## src/rtl/core/ffd_pkg.sv

```systemverilog
`default_nettype none
// -----------------------------------------------------------------------------
// ffd_pkg
// Shared types and constants of the fractional feedback delay: sample width,
// register widths and indexes, and the request and response beat layouts.
// -----------------------------------------------------------------------------
package ffd_pkg;

   localparam int SAMPLE_W      = 16;
   localparam int DEPTH_DEFAULT = 32768;
   localparam int WHOLE_W       = 15;
   localparam int COEF_W        = 16;
   localparam int CSR_DATA_W    = 16;
   localparam int CSR_ADDR_W    = 2;

   // Unity gain in unsigned 1.15.
   localparam logic [COEF_W-1:0] UNITY = 16'd32768;

   typedef enum logic [CSR_ADDR_W-1:0] {
      CSR_DELAY_WHOLE   = 2'd0,
      CSR_DELAY_FRAC    = 2'd1,
      CSR_MIX_LEVEL     = 2'd2,
      CSR_FEEDBACK_GAIN = 2'd3
   } csr_index_type;

   typedef struct packed {
      logic signed [SAMPLE_W-1:0] sample_in;
      logic                       block_end;
   } req_type;

   typedef struct packed {
      logic signed [SAMPLE_W-1:0] sample_out;
      logic                       block_end_out;
   } rsp_type;

endpackage
`default_nettype wire

```

## src/rtl/core/ffd_delay_mod.sv

```systemverilog
`default_nettype none
// -----------------------------------------------------------------------------
// ffd_delay_mod
// Reduces the whole delay modulo the store depth by reciprocal multiplication:
// the quotient is registered first, and the remainder follows in the next cycle.
// -----------------------------------------------------------------------------
module ffd_delay_mod #(
   parameter int DEPTH = ffd_pkg::DEPTH_DEFAULT
) (
   input  wire logic                         clock,
   input  wire logic                         reset,
   input  wire logic                         start,
   input  wire logic [ffd_pkg::WHOLE_W-1:0]  value,
   output logic                              busy,
   output logic [$clog2(DEPTH)-1:0]          result
);

   localparam int AW = $clog2(DEPTH);
   localparam int WW = ffd_pkg::WHOLE_W;
   // With the reciprocal rounded up and scaled by 2**SH, the truncated product
   // gives the exact quotient for every WW-bit delay.
   localparam int     SH    = WW + AW;
   localparam longint RECIP = ((longint'(1) << SH) + longint'(DEPTH - 1)) /
                              longint'(DEPTH);
   localparam int RW = WW + 2;
   localparam int PW = WW + RW;
   localparam logic [RW-1:0] RECIP_C = RW'(RECIP);
   // The quotient is zero whenever DEPTH does not fit in WW bits, so the
   // truncated depth never takes part in the remainder then.
   localparam logic [WW-1:0] DEPTH_C = WW'(DEPTH);

   logic [1:0]    step_ff, step_in;
   logic [WW-1:0] val_ff, val_in;
   logic [WW-1:0] quot_ff, quot_in;
   logic [AW-1:0] rem_ff, rem_in;
   logic [PW-1:0] prod;
   logic [WW-1:0] back;
   logic [WW-1:0] diff;

   assign prod = {{RW{1'b0}}, val_ff} * {{WW{1'b0}}, RECIP_C};
   assign back = quot_ff * DEPTH_C;
   assign diff = val_ff - back;

   always_comb begin
      step_in = {step_ff[0], 1'b0};
      val_in  = val_ff;
      quot_in = quot_ff;
      rem_in  = rem_ff;
      if (start) begin
         step_in = 2'b01;
         val_in  = value;
      end else begin
         if (step_ff[0]) begin
            quot_in = WW'(prod >> SH);
         end
         if (step_ff[1]) begin
            rem_in = AW'(diff);
         end
      end
   end

   always_ff @(posedge clock) begin
      val_ff  <= val_in;
      quot_ff <= quot_in;
      if (reset) begin
         step_ff <= '0;
         rem_ff  <= '0;
      end else begin
         step_ff <= step_in;
         rem_ff  <= rem_in;
      end
   end

   assign busy   = |step_ff;
   assign result = rem_ff;

endmodule
`default_nettype wire

```

## config.mk

```make
export PLATFORM = sky130hd
export DESIGN_NAME = ffd_delay_mod
export DESIGN_NICKNAME = d
export VERILOG_FILES = /design/src/rtl/core/ffd_pkg.sv /design/src/rtl/core/ffd_delay_mod.sv
export SDC_FILE = /design/constraint.sdc
export NUM_CORES = 1
export LEC_CHECK = 0
export BUFFER_PORTS_ARGS = -buffer_cell sky130_fd_sc_hd__buf_2
export CAP_MARGIN = 40
export CELL_PAD_IN_SITES_DETAIL_PLACEMENT = 0
export CELL_PAD_IN_SITES_GLOBAL_PLACEMENT = 2
export CORE_ASPECT_RATIO = 1.1
export CORE_MARGIN = 5
export CORE_UTILIZATION = 37
export CTS_BUF_LIST = sky130_fd_sc_hd__clkbuf_4
export DETAILED_ROUTE_END_ITERATION = 10
export PLACE_DENSITY = 0.88
export SLEW_MARGIN = 20
export SYNTH_ARGS = -nofsm -noshare
export SYNTH_HDL_FRONTEND = slang
export SYNTH_SLANG_ARGS = --single-unit
```

## constraint.sdc

```tcl
create_clock -name clock -period 2.5 [get_ports clock]
set_clock_uncertainty 0.05 [all_clocks]
set_input_delay 0.75 -clock clock [delete_from_list [all_inputs] [get_ports clock]]
set_output_delay 0.75 -clock clock [all_outputs]
set_load 0.01 [all_outputs]
```

==> impl_metrics.yaml <==
place:
  io_buffers: 33
  pre_cts_slack_ns: 0.6259
  place_congestion: 0.6091
  placed_cell_area_mm2: 0.001425
route:
  vias: 787
  wl_per_cell_um: 14.08
  routed_wl_mm: 2.252
  drtIter0Drc: 13
  ant_nets: 0
  avgViaCountPerCell: 4.919
  dr.pass1.iters: 3
  drc: 0
cts:
  cts.htree.levels: 2
  post_cts_buffers: 0
  clock_latency_ns: 0.32
  clock-root-buffer: "clkbuf_4"
  cts.sinks: 32
  clk_pin_slew_ns: 0.10
  cts-resized-gates: 0
  cts_hold_buf: 0
  tritoncts: "done"
  cts_buffers: 5
  cts_buffer_depth: 2
sta:
  fin_ws_ns: 0.6217
  fin_crit_ns: 1.878
  fmax_mhz: 532.4
  finalCritPeriodShare_pct: 75.13
  timing_hold_violations_final: 0
  rsz0062_at_grt: "no"
  setup_viol: 0
  fin_tns_setup_ns: 0
  maxSlewViolCount: 0
  slew_headroom_pct: 67.47
  worst_pin_slew_ns: 0.4870
global_route:
  grt_usage_pct: 10.47
  antenna_found_initial: 0
  grt_pass1_vias: 826
  grt_max_degree: 33
  overflow: 0
  grt_pass1_wl_mm: 3.643
critical_path:
  required_ns: 1.70
  path_max_fanout: 2
  worstReg2RegEnd: "result[1]$_SDFFE_PP0P_"
  worst_r2r_path_depth: 3
  crit_path_top_delay_cell: "dfxtp_1"
  rrSetupSlack_ns: 1.14
  critical_path_arrival_ns: 1.08
  end_kind: "output pin"
  path_cells: "or2_2, buf_2"
  max_stage_delay_ns: 0.32
  reg2reg_from: "step_ff[1]$_SDFF_PP0_"
  critPathLaunchType: "flop"
  worst-setup-path-type: "flop to output pin"
power_and_ir_drop:
  leakage_nw: 0.5857
  ir_drop_mv: 0.2814
  p_per_area_mw_per_mm2: 611.4
  finalPower_uw: 902.7
floorplanning:
  core.rowCount: 22
  core_mm2: 0.003276
  initial_core_util_pct: 37.89
  die_area_mm2: 0.004614
  num_io_pins: 34
  die_w_um: 65.23
  die_y_um: 70.75
synthesis:
  synthesis.nets: 105
  synth_area_mm2: 0.001241
  ys_types: 14
  synth_warnings: 0
  syn_area_per_cell_um2: 14.27
  ys_seq_area_share_pct: 63.71
  synth_cells: 87
  ys_ff_latch: 32
min_path:
  hold-path-endpoint: "result[14]$_SDFFE_PP0P_"
  worstHoldStart: "result[14]$_SDFFE_PP0P_"
  min_delay_path_depth: 2
  hp-class: "flop to flop"
run_status:
  status: "complete, no violations"
flow_run:
  max_cap_violations: 0
final_layout:
  postLayoutCellArea_mm2: 0.001476
  layout-drive-gt1-share_pct: 43.55
  final_util_pct: 45.07
  n_antenna_cell: 0
  areaGrowthSynthToFinish_pct: 18.95
  ff_latch_area_um2: 790.8
  nets: 141
  multi_input_area_um2: 409.1
  fillers: 322
==> worst max-delay path by stage <==
stage                                from  slack [ns]                      to
floorplan           step_ff[1]$_SDFF_PP0_        0.89                    busy
global placement                    start        0.68  result[1]$_SDFFE_PP0P_
detailed placement                  start        0.63  result[1]$_SDFFE_PP0P_
CTS                 step_ff[0]$_SDFF_PP0_        0.60                    busy
global route        step_ff[0]$_SDFF_PP0_        0.56                    busy
finish              step_ff[0]$_SDFF_PP0_        0.62                    busy
==> per-layer routing <==
| layer | wire (um) | global-route usage, % |
|---|---|---|
| met1 | 904 | 11.33 |
| met2 | 1143 | 16.42 |
| met3 | 169 | 5.079 |
| met4 | 34 | 6.221 |
| met5 | 0 | 0 |
==> Yosys cell counts (all sizes together) <==
master / number / area (um^2)
dfxtp: 17 / 340.3
edfxtp: 15 / 450.4
nand2b: 15 / 93.84
nand4bb: 15 / 168.9
o21ai: 15 / 112.6
buf: 3 / 30.03
clkbuf: 3 / 11.26
nor2b: 2 / 20.02
nor3b: 1 / 7.510
or2: 1 / 6.260
==> report_power, final <==
| part | switching [mW] | total, mW | leakage, nW | internal (mW) |
|---|---|---|---|---|
| Combinational | 0.0265 | 0.0552 | 0.269 | 0.0287 |
| Sequential | 0.00756 | 0.581 | 0.284 | 0.574 |
| Clock | 0.163 | 0.266 | 0.0324 | 0.103 |
==> cell families (layout without fill, tap and decap cells) <==
logic type / count (synthesis) / in the layout / synth area share, %
buf+inv: 6 / 43 / 3.327
simple gates: 34 / 34 / 23.89
compound gates: 15 / 15 / 9.072
flops: 32 / 32 / 63.71
==> stage by stage <==
step	cells	hold WS [ns]
after floorplan	87	0.4020
after global placement	152	0.4056
after detailed placement	152	0.4056
after CTS	160	0.4211
after global routing	160	0.4470
final	160	0.4182
==> sequential cells by signal, summed over array words and instances (netlist names) <==
name,cells
step_ff,2
val_ff,15
result,15
==> final cells by class <==
class | count | area share [%]
Sequential cell | 32 | 53.56
Multi-Input combinational cell | 49 | 27.71
Timing Repair Buffer | 35 | 12.20
Tap cell | 36 | 3.051
Clock buffer | 5 | 2.542
Clock inverter | 3 | 0.9322
==> placed cells by master (no fill, tap or decap), types with 2 or more instances in the layout <==
| cell | count |
|---|---|
| clkinv_2 | 2 |
| clkbuf_4 | 5 |
| edfxtp_1 | 15 |
| nand4bb_1 | 15 |
| o21ai_1 | 2 |
| o21ai_0 | 3 |
| nand2b_1 | 15 |
| o21ai_2 | 10 |
| buf_2 | 33 |
| buf_4 | 2 |
| dfxtp_1 | 17 |
==> critical path: cells and delay by family, from the launching register on <==
family / cells / cell delay [ns]
buf+inv: 1 / 0.15
flops: 1 / 0.32
simple gates: 1 / 0.29
Note: power is estimated with default switching activity, not from simulation.
